[src/lwpw_pkg.sv]
// Shared types, constants and helpers of the LCD window pixel writer.
// No dependencies; imported by every module of the block.
package lwpw_pkg;

  localparam int DISPLAY_WIDTH  = 240;
  localparam int DISPLAY_HEIGHT = 320;
  localparam int FRAME_WIDTH    = 240;
  localparam int FRAME_HEIGHT   = 320;
  localparam int OFFSET_X       = FRAME_WIDTH / 2 - DISPLAY_WIDTH / 2;
  localparam int OFFSET_Y       = FRAME_HEIGHT / 2 - DISPLAY_HEIGHT / 2;

  localparam int COLOR_W  = 16;
  localparam int ADDR_W   = 17;
  localparam int RGB_W    = 24;
  localparam int POS_W    = 10;
  localparam int SIZE_W   = 11;
  localparam int CURSOR_W = 11;
  localparam int EDGE_W   = 12;
  localparam int CFG_IDX_W = 2;
  localparam int DATA_W   = 48;

  localparam logic [CFG_IDX_W-1:0] CFG_WINDOW_LEFT   = 2'd0;
  localparam logic [CFG_IDX_W-1:0] CFG_WINDOW_TOP    = 2'd1;
  localparam logic [CFG_IDX_W-1:0] CFG_WINDOW_WIDTH  = 2'd2;
  localparam logic [CFG_IDX_W-1:0] CFG_WINDOW_HEIGHT = 2'd3;

  typedef struct packed {
    logic              write_enable;
    logic [ADDR_W-1:0] pixel_address;
    logic [RGB_W-1:0]  rgb_color;
  } result_t;

  // RGB565 to RGB888, low bits of each channel zero
  function automatic logic [RGB_W-1:0] expand_rgb(input logic [COLOR_W-1:0] c);
    expand_rgb = {c[15:11], 3'b000, c[10:5], 2'b00, c[4:0], 3'b000};
  endfunction

endpackage

[src/lwpw_cursor.sv]
// Window registers, auto-increment cursor and per-pixel address/color logic.
// Depends on lwpw_pkg.
module lwpw_cursor
  import lwpw_pkg::*;
(
  input  logic                 clk,
  input  logic                 rst_n,
  input  logic                 cfg_we,
  input  logic [CFG_IDX_W-1:0] cfg_index,
  input  logic [SIZE_W-1:0]    cfg_wdata,
  input  logic                 step,
  input  logic [COLOR_W-1:0]   pixel_color,
  output result_t              res
);

  logic [POS_W-1:0]    left_r, left_nxt;
  logic [POS_W-1:0]    top_r, top_nxt;
  logic [SIZE_W-1:0]   width_r, width_nxt;
  logic [SIZE_W-1:0]   height_r, height_nxt;
  logic [CURSOR_W-1:0] col_r, col_nxt;
  logic [CURSOR_W-1:0] row_r, row_nxt;

  logic [EDGE_W-1:0] right_end;
  logic [EDGE_W-1:0] bottom_end;
  logic              in_window;
  logic              last_col;
  logic              last_row;
  logic [ADDR_W-1:0] row_off;
  logic [ADDR_W-1:0] addr;

  // exclusive edges: no negative values for an empty window
  assign right_end  = EDGE_W'(left_r) + EDGE_W'(width_r);
  assign bottom_end = EDGE_W'(top_r) + EDGE_W'(height_r);

  assign in_window = (col_r >= CURSOR_W'(left_r)) && (EDGE_W'(col_r) < right_end) &&
                     (row_r >= CURSOR_W'(top_r)) && (EDGE_W'(row_r) < bottom_end) &&
                     (col_r < CURSOR_W'(DISPLAY_WIDTH)) && (row_r < CURSOR_W'(DISPLAY_HEIGHT));

  assign last_col = (EDGE_W'(col_r) + EDGE_W'(1)) == right_end;
  assign last_row = (EDGE_W'(row_r) + EDGE_W'(1)) == bottom_end;

  // row * 240 as (row << 8) - (row << 4)
  assign row_off = ADDR_W'(row_r) + ADDR_W'(OFFSET_Y);
  assign addr    = (row_off << 8) - (row_off << 4) + ADDR_W'(col_r) + ADDR_W'(OFFSET_X);

  always_comb begin
    res.write_enable  = in_window;
    res.pixel_address = in_window ? addr : '0;
    res.rgb_color     = in_window ? expand_rgb(pixel_color) : '0;
  end

  always_comb begin
    left_nxt   = left_r;
    top_nxt    = top_r;
    width_nxt  = width_r;
    height_nxt = height_r;
    col_nxt    = col_r;
    row_nxt    = row_r;
    if (cfg_we) begin
      case (cfg_index)
        CFG_WINDOW_LEFT:   left_nxt   = cfg_wdata[POS_W-1:0];
        CFG_WINDOW_TOP:    top_nxt    = cfg_wdata[POS_W-1:0];
        CFG_WINDOW_WIDTH:  width_nxt  = cfg_wdata;
        CFG_WINDOW_HEIGHT: height_nxt = cfg_wdata;
        default: ;
      endcase
      // home the cursor to the (new) origin
      col_nxt = CURSOR_W'(left_nxt);
      row_nxt = CURSOR_W'(top_nxt);
    end else if (step && in_window) begin
      if (last_col) begin
        col_nxt = CURSOR_W'(left_r);
        row_nxt = last_row ? CURSOR_W'(top_r) : row_r + CURSOR_W'(1);
      end else begin
        col_nxt = col_r + CURSOR_W'(1);
      end
    end
  end

  always_ff @(posedge clk) begin
    if (!rst_n) begin
      left_r   <= '0;
      top_r    <= '0;
      width_r  <= SIZE_W'(1);
      height_r <= SIZE_W'(1);
      col_r    <= '0;
      row_r    <= '0;
    end else begin
      left_r   <= left_nxt;
      top_r    <= top_nxt;
      width_r  <= width_nxt;
      height_r <= height_nxt;
      col_r    <= col_nxt;
      row_r    <= row_nxt;
    end
  end

endmodule

[src/lwpw_out_buf.sv]
// Result register with a skid stage that takes one more input beat under stall.
// Depends on lwpw_pkg.
module lwpw_out_buf
  import lwpw_pkg::*;
(
  input  logic    clk,
  input  logic    rst_n,
  input  logic    in_beat,
  input  result_t in_res,
  output logic    in_ready,
  output logic    out_valid,
  input  logic    out_ready,
  output result_t out_res
);

  logic    out_v_r, out_v_nxt;
  logic    skid_v_r, skid_v_nxt;
  result_t out_d_r, out_d_nxt;
  result_t skid_d_r, skid_d_nxt;

  assign in_ready  = !skid_v_r;
  assign out_valid = out_v_r;
  assign out_res   = out_d_r;

  always_comb begin
    out_v_nxt  = out_v_r;
    skid_v_nxt = skid_v_r;
    out_d_nxt  = out_d_r;
    skid_d_nxt = skid_d_r;
    if (!out_v_r || out_ready) begin
      // advance: skid first, else the new beat
      out_v_nxt  = skid_v_r || in_beat;
      out_d_nxt  = skid_v_r ? skid_d_r : in_res;
      skid_v_nxt = 1'b0;
    end else if (in_beat) begin
      skid_v_nxt = 1'b1;
      skid_d_nxt = in_res;
    end
  end

  always_ff @(posedge clk) begin
    if (!rst_n) begin
      out_v_r  <= 1'b0;
      skid_v_r <= 1'b0;
    end else begin
      out_v_r  <= out_v_nxt;
      skid_v_r <= skid_v_nxt;
    end
  end

  always_ff @(posedge clk) begin
    out_d_r  <= out_d_nxt;
    skid_d_r <= skid_d_nxt;
  end

  a_skid_needs_out: assert property (@(posedge clk) disable iff (!rst_n)
    skid_v_r |-> out_v_r)
    else $error("skid stage full while result register empty");

  a_skid_holds: assert property (@(posedge clk) disable iff (!rst_n)
    skid_v_r && !out_ready |=> skid_v_r && $stable(skid_d_r))
    else $error("skid stage lost a beat under stall");

  a_drop_zero: assert property (@(posedge clk) disable iff (!rst_n)
    out_v_r && !out_d_r.write_enable |->
      out_d_r.pixel_address == '0 && out_d_r.rgb_color == '0)
    else $error("dropped pixel carries nonzero payload");

  a_no_beat_when_full: assert property (@(posedge clk) disable iff (!rst_n)
    skid_v_r |-> !in_beat)
    else $error("beat taken with skid stage full");

endmodule

[src/lcd_window_pixel_writer.sv]
// LCD window pixel writer: graphics RAM write path with windowed cursor.
// Input channel in_*: one RGB565 pixel per beat (in_tdata[15:0] = pixel_color).
// Output channel out_*: one result per input beat. out_tuser = write_enable;
//   out_tdata holds the frame store address and the RGB888 color.
// Config port cfg_*: cfg_index selects window_left, window_top, window_width,
//   window_height; any write moves the cursor to the window origin.
// A result is registered: in the result register, or in the skid stage under stall.
// Throughput: one pixel per cycle while in_tready is high; the cursor update and
//   address arithmetic (row * 240 as shift and subtract) fit in the single stage
//   before the result register.
// Reset (rst_n low, synchronous): window 0,0 of size 1x1, cursor at 0,0,
//   both output stages empty.
// When the receiver stalls, the result register holds and one more beat
//   lands in a skid stage; in_tready drops only while that stage is full.
// Pixels outside the window or display give write_enable 0 with zero payload
//   and leave the cursor in place.
module lcd_window_pixel_writer
  import lwpw_pkg::*;
(
  input  logic                 clk,
  input  logic                 rst_n,
  input  logic                 in_tvalid,
  output logic                 in_tready,
  input  logic [COLOR_W-1:0]   in_tdata,   // [15:0] pixel_color
  output logic                 out_tvalid,
  input  logic                 out_tready,
  output logic [DATA_W-1:0]    out_tdata,  // [16:0] pixel_address, [40:17] rgb_color
  output logic                 out_tuser,  // [0] write_enable
  input  logic                 cfg_we,
  input  logic [CFG_IDX_W-1:0] cfg_index,
  input  logic [SIZE_W-1:0]    cfg_wdata
);

  logic    in_beat;
  result_t step_res;
  result_t out_res;

  assign in_beat = in_tvalid && in_tready;

  lwpw_cursor u_cursor (
    .clk         (clk),
    .rst_n       (rst_n),
    .cfg_we      (cfg_we),
    .cfg_index   (cfg_index),
    .cfg_wdata   (cfg_wdata),
    .step        (in_beat),
    .pixel_color (in_tdata),
    .res         (step_res)
  );

  lwpw_out_buf u_out_buf (
    .clk       (clk),
    .rst_n     (rst_n),
    .in_beat   (in_beat),
    .in_res    (step_res),
    .in_ready  (in_tready),
    .out_valid (out_tvalid),
    .out_ready (out_tready),
    .out_res   (out_res)
  );

  assign out_tuser = out_res.write_enable;
  assign out_tdata = {(DATA_W - ADDR_W - RGB_W)'(0), out_res.rgb_color,
                      out_res.pixel_address};

endmodule

[config.mk]
export PLATFORM = sky130hd
export DESIGN_NAME = lcd_window_pixel_writer
export DESIGN_NICKNAME = d
export VERILOG_FILES = /design/src/lwpw_pkg.sv /design/src/lwpw_cursor.sv /design/src/lwpw_out_buf.sv /design/src/lcd_window_pixel_writer.sv
export SDC_FILE = /design/constraint.sdc
export NUM_CORES = 1
export LEC_CHECK = 0
export ABC_CLOCK_PERIOD_IN_PS = 8850
export BUFFER_PORTS_ARGS = -buffer_cell sky130_fd_sc_hd__buf_2
export CAP_MARGIN = 20
export CORE_ASPECT_RATIO = 0.5
export CORE_MARGIN = 1.5
export CORE_UTILIZATION = 58
export DETAILED_ROUTE_END_ITERATION = 8
export PLACE_DENSITY = 0.78
export SYNTH_ARGS = -nofsm -noshare
export SYNTH_HDL_FRONTEND = slang
export SYNTH_SLANG_ARGS = --single-unit
[constraint.sdc]
create_clock -name clk -period 8.85 [get_ports clk]
set_input_delay 2.2125 -clock clk [delete_from_list [all_inputs] [get_ports clk]]
set_output_delay 2.2125 -clock clk [all_outputs]
set_load 0.1 [all_outputs]
* Word-level counts from Yosys, hierarchy flattened
Index checks and enable logic that the tools add are counted. Widths: inputs -> output; s select.
Word-level totals: flip-flop bits (word level) 150, output and inout port bits 51, input bits 34
Operators by class: $lt $le $gt $ge 6, $add $sub $neg 8, mux-type cells 12, bitwise logic cells 2, eq/ne operators 5, reduce and logical (&&, ||, !) cells 21
Operators by type and width (count):
- $mux 10 | 7
- $mux 42 | 1
- $add 10x11->12 | 2
- $add 11x1->12 const B | 2
- $eq 12x12->1 | 2
- $lt 11x12->1 | 2
- $mux 24 | 1
- $add 11x1->11 const B | 2
- $ge 11x10->1 | 2
- $mux 11 | 2
- $add 17x11->17 | 1
- $mux 17 | 1
- $sub 17x15->17 | 1
- $lt 11x8->1 const B | 1
- $lt 11x9->1 const B | 1
- $reduce_and 2->1 | 5
- $logic_and 1x1->1 | 7
- $eq 2x2->1 const B | 2
- $reduce_bool 2->1 | 2
- $reduce_or 2->1 | 2
- $eq 2x1->1 const B | 1
- $logic_not 1->1 | 2
- $logic_not 2->1 | 1
- $logic_or 1x1->1 | 2
- $not 1->1 | 2

* Depth between registers and ports, before layout
depth in word-level cells 10, gate-level depth with buffers 23

* Hierarchy
Synthesis repeated with hierarchy kept, for this count alone.
Unflattened totals: cell total of the unflattened synthesis 1058, area total of the unflattened synthesis 10191.0 um^2
Modules (own cells, without submodules):
- lwpw_cursor | cells each 909, instances 1, area each 6815.3 um^2, sequential area each 1281.2 um^2
- lwpw_out_buf | cells each 140, instances 1, area each 3313.2 um^2, sequential area each 2562.5 um^2
- lcd_window_pixel_writer | cells each 9, instances 1, area each 62.6 um^2, sequential area each 0.0 um^2

* Worst setup path before layout
Ideal clock, no wire load.
path kind input-to-reg, start point input port out_tready, end point register u_out_buf.skid_d_r[10] (netlist bit) (enable), setup slack 3673 ps, stages on the path 2, data required time 8421 ps, library setup time 429 ps, buffers on the path 0, data arrival time 4748 ps, path through nand2b_1 -> nor2b_1
Between the ends: word-level cells in the longest chain between the ends 3
Ends and longest elaborated chain:
- from (decl) | line lcd_window_pixel_writer.sv:26 | input logic out_tready,
- $logic_or 1x1->1 | line lwpw_out_buf.sv:30 | if (!out_v_r || out_ready) begin
- $not 1->1 (no source line)
- $reduce_and 2->1 (no source line)
- to (signal assigned) | line lwpw_out_buf.sv:53 | skid_d_r <= skid_d_nxt;
- to (decl) | line lwpw_out_buf.sv:19 | result_t skid_d_r, skid_d_nxt;
No other way between the ends. A chain may end at the register's enable or synchronous reset.

* Final worst setup path
start point register u_cursor.top_r[0], end point register u_cursor.row_r[0]
Between the ends: word-level cells in the longest chain between the ends 8
Ends and longest elaborated chain:
- from (decl) | line lwpw_cursor.sv:17 | logic [POS_W-1:0] top_r, top_nxt;
- from (signal assigned) | line lwpw_cursor.sv:90 | top_r <= top_nxt;
- $add 10x11->12 or $ge 11x10->1 (tied branches) | line lwpw_cursor.sv:33, lwpw_cursor.sv:36
- $lt 11x12->1 or $logic_and 1x1->1 (tied branches) | line lwpw_cursor.sv:36, lwpw_cursor.sv:35
- $logic_and 1x1->1 (2 in a row) | line lwpw_cursor.sv:36 | (row_r >= CURSOR_W'(top_r)) && (EDGE_W'(row_r) < bottom_end) &&
- $logic_and 1x1->1 | line lwpw_cursor.sv:37 | (col_r < CURSOR_W'(DISPLAY_WIDTH)) && (row_r < CURSOR_W'(DISPLAY_HEIGHT));
- $logic_and 1x1->1 | line lwpw_cursor.sv:70 | end else if (step && in_window) begin
- $reduce_bool 2->1 (no source line)
- $reduce_and 2->1 (no source line)
- to (signal assigned) | line lwpw_cursor.sv:94 | row_r <= row_nxt;
- to (decl) | line lwpw_cursor.sv:21 | logic [CURSOR_W-1:0] row_r, row_nxt;
Parallel ways exist; a longest one is shown, timed or not. The select of a mux whose other input is x is not followed.

==> impl_metrics.csv <==
group,metric,value,unit
critical_path,r2r_end,"u_cursor.row_r[0]",
critical_path,cp.arrival,5.46,ns
detailed_routing,wl,23300,um
timing,fin_skew,0.0145,ns
timing,hold_viol_final,0,
timing,setup_viol,0,
floorplan,row_count,32,
detailed_routing,via_count,7525,
power,ir_drop,0.139,mV
run_status,status,"finished, final reports clean",
critical_path,crit_path_end_kind,"register",
power,p_sw,0.701,mW
clock_network,clockRootBuffer,"clkbuf_16",
min_path,hold_path_class,"reg -> reg",
place,port_buffers,69,
power,clkPwrFrac,0.364,
critical_path,critPathRequiredTime,9.16,ns
logic_synthesis,synth_cell_types,78,
logic_synthesis,synth_edf_count,68,
critical_path,cp-start-kind,"register",
critical_path,worstReg2RegStart,"u_cursor.top_r[0]",
clock_network,cts.sinks,134,
critical_path,worst-setup-path-type,"reg -> reg",
power,netSwitchingFraction,0.355,
timing,max-slew-margin-rel,0.317,
floorplan,die_width,182,um
final_layout,antenna_cells,0,
place,place.gp.congestion,0.910,
min_path,hold_depth,2,
final_layout,layout-drive-gt1-share,0.150,
global_routing,grt_overflow,0,
floorplan,core,0.0155,sq mm
critical_path,rrSetupSlack,3.69,ns
min_path,hp-start,"u_cursor.width_r[4]",
power,seqPwrFrac,0.370,
place,dp.cells,1227,
logic_synthesis,synth_area,0.00931,sq mm
clock_network,htreeDepth,4,
final_layout,mostFrequentLayoutCells,"nand2_1 (131), ha_1 (91), buf_2 (69), edfxtp_1 (68), dfxtp_1 (66)",
global_routing,antenna_found_initial,0,
power,p_leak,4.33,nW
clock_network,post_cts_buffers,0,
clock_network,clock_tree.buffer_depth,2,
final_layout,final_common_cell,"nand2_1",
global_routing,grt_max_degree,68,
critical_path,critPathMaxFanout,36,
logic_synthesis,ys_seq_area_frac,0.361,
timing,fin_hold_ws,0.484,ns
logic_synthesis,ys_ff_latch,134,
detailed_routing,wl_per_cell,18.5,um
floorplan,io_pins,85,
clock_network,clk_pin_slew,0.06,ns
timing,drv_slew,0,
detailed_routing,final_antenna_net_count,0,
timing,worstMarginPinSlew,1.02,ns
detailed_routing,drtIter0Drc,634,
timing,setup_tns,0,ns
timing,rsz0062_at_grt,"false",
timing,fmax,194,MHz
power,power.density,191,mW/mm^2
place,hpwl,16600,um
timing,layout_min_cycle_time,5.16,ns
logic_synthesis,avgSynthCellArea,9.39,sq um
min_path,whs_endpoint,"u_cursor.width_r[4]",
detailed_routing,avgViaCountPerCell,5.97,
global_routing,track_usage,0.285,
logic_synthesis,ys.flop_type,"edfxtp_1",
final_layout,syn2layout_area_growth,10.6,%
clock_network,ctsResizeCount,0,
power,p_int,1.27,mW
power,p_comb_frac,0.266,
global_routing,grt_pass1_wl,37300,um
floorplan,die_height,92.6,um
logic_synthesis,synthArstFlopShare,0,
final_layout,instances_no_fill,1260,
floorplan,start_util,0.599,
clock_network,clkLatencyLatePin,0.42,ns
flow_run,max_cap_violations,0,
logic_synthesis,synthCells,991,
global_routing,grt_pass1_vias,7185,
floorplan,dieArea,0.0169,sq mm
clock_network,tritoncts,"done",
clock_network,cts_made_buffers,17,
detailed_routing,drc,0,
final_layout,fin_nets,1173,
critical_path,rr_worst_depth,22,
detailed_routing,dr.pass1.iters,7,
logic_synthesis,yosys_warnings,0,
clock_network,cts_hold_buf,0,
timing,fin_crit_sh,0.583,
-- power by group through the flow --
stage	sequential (mW)	combinational [mW]	clock, mW
2_1_floorplan	0.869	0.292	0
3_3_place_gp	0.740	0.503	0
5_1_grt	0.733	0.566	0.751
3_5_place_dp	0.741	0.514	0
4_1_cts	0.728	0.520	0.722
6_report	0.730	0.524	0.717
-- critical path, cell delays in order (launching register included) --
cell and delay [ns]:
dfxtp_1 0.42, ha_1 0.23, inv_1 0.08, fa_1 0.41, nor2b_1 0.19, o31a_1 0.22
o21ai_0 0.10, nand2b_1 0.09, xnor2_1 0.17, ha_1 0.29, o21a_1 0.12, o2111ai_1 0.18
a21oi_1 0.07, a2111oi_0 0.41, nor3_1 0.13, or3_4 0.43, or2_1 0.25, buf_4 0.25
clkinv_4 0.17, and3_1 0.38, o21a_1 0.18, o21ai_1 0.06, o211a_1 0.21
-- Yosys cell counts (all sizes together) (16+ instances only) --
cell type  count  share of area
o31ai         20          0.016
and2          18          0.012
mux2i         23          0.025
o21a          16          0.013
nand3         24          0.013
a21boi        33          0.027
a21oi         42          0.024
xnor2         34          0.032
nor3          24          0.013
nor2          42          0.017
edfxtp        68           0.22
ha            91           0.12
nand2        131          0.053
o21ai         46          0.026
clkbuf        32          0.013
mux2          26          0.032
xor2          21          0.020
inv           58          0.023
buf           24          0.019
dfxtp         66           0.14
-- sequential cells by signal, summed over array words and instances (netlist names) --
signal,count
u_cursor.col_r,11
u_cursor.height_r,11
u_cursor.left_r,10
u_cursor.row_r,11
u_cursor.top_r,10
u_cursor.width_r,11
u_out_buf.out_res,34
u_out_buf.out_valid,1
u_out_buf.skid_d_r,34
u_out_buf.skid_v_r,1
-- cells by family after synthesis --
group	count (synthesis)	share of synthesized area
DFF	134	0.361
adders and majority gates	96	0.133
other	1	0.000403
xor gates and xnor gates	60	0.0638
muxes	49	0.0566
buffers and inverters	115	0.0559
AOI/OAI and AO/OA	234	0.174
and+or+nand+nor	302	0.154
-- cell type report --
class                           count  area (sq um)
Clock inverter                     13           149
Multi-Input combinational cell    756          5480
Sequential cell                   134          3360
Timing Repair Buffer               75           390
Clock buffer                       19           433
Tap cell                          204           255
Fill cell                        1239          5240
Inverter                           59           226
-- worst max path at each step --
stage	startpoint	endpoint	slack (ns)	depth (start not counted)
6_report	u_cursor.top_r[0]	u_cursor.row_r[0]	3.69	22
5_1_grt	u_cursor.top_r[0]	u_cursor.row_r[1]	3.33	22
4_1_cts	u_cursor.top_r[0]	u_cursor.row_r[0]	3.75	22
3_5_place_dp	u_cursor.top_r[0]	u_cursor.row_r[0]	3.89	22
3_3_place_gp	u_cursor.top_r[0]	u_cursor.row_r[0]	4.03	22
2_1_floorplan	out_tready	u_out_buf.skid_d_r[10]	3.67	2
-- metal layers --
| metal | vias up | track usage | share of wire |
|---|---|---|---|
| met4 | 0 | 0.0696 | 0.0086 |
| met1 | 3564 | 0.389 | 0.47 |
| met3 | 21 | 0.0865 | 0.094 |
| li1 | 3642 | - | - |
| met2 | 298 | 0.442 | 0.42 |
| met5 | - | 0 | 0 |
-- per-stage QoR --
stage	setup slack, ns	instance area, sq um	power (mW)	util
6_report	3.69	10300	1.97	0.663
5_1_grt	3.33	10300	2.05	0.663
4_1_cts	3.75	10300	1.97	0.663
3_5_place_dp	3.89	9710	1.25	0.625
3_3_place_gp	4.03	9710	1.24	0.625
2_1_floorplan	3.67	9360	1.16	-
Note: power is estimated with default switching activity, not from simulation.
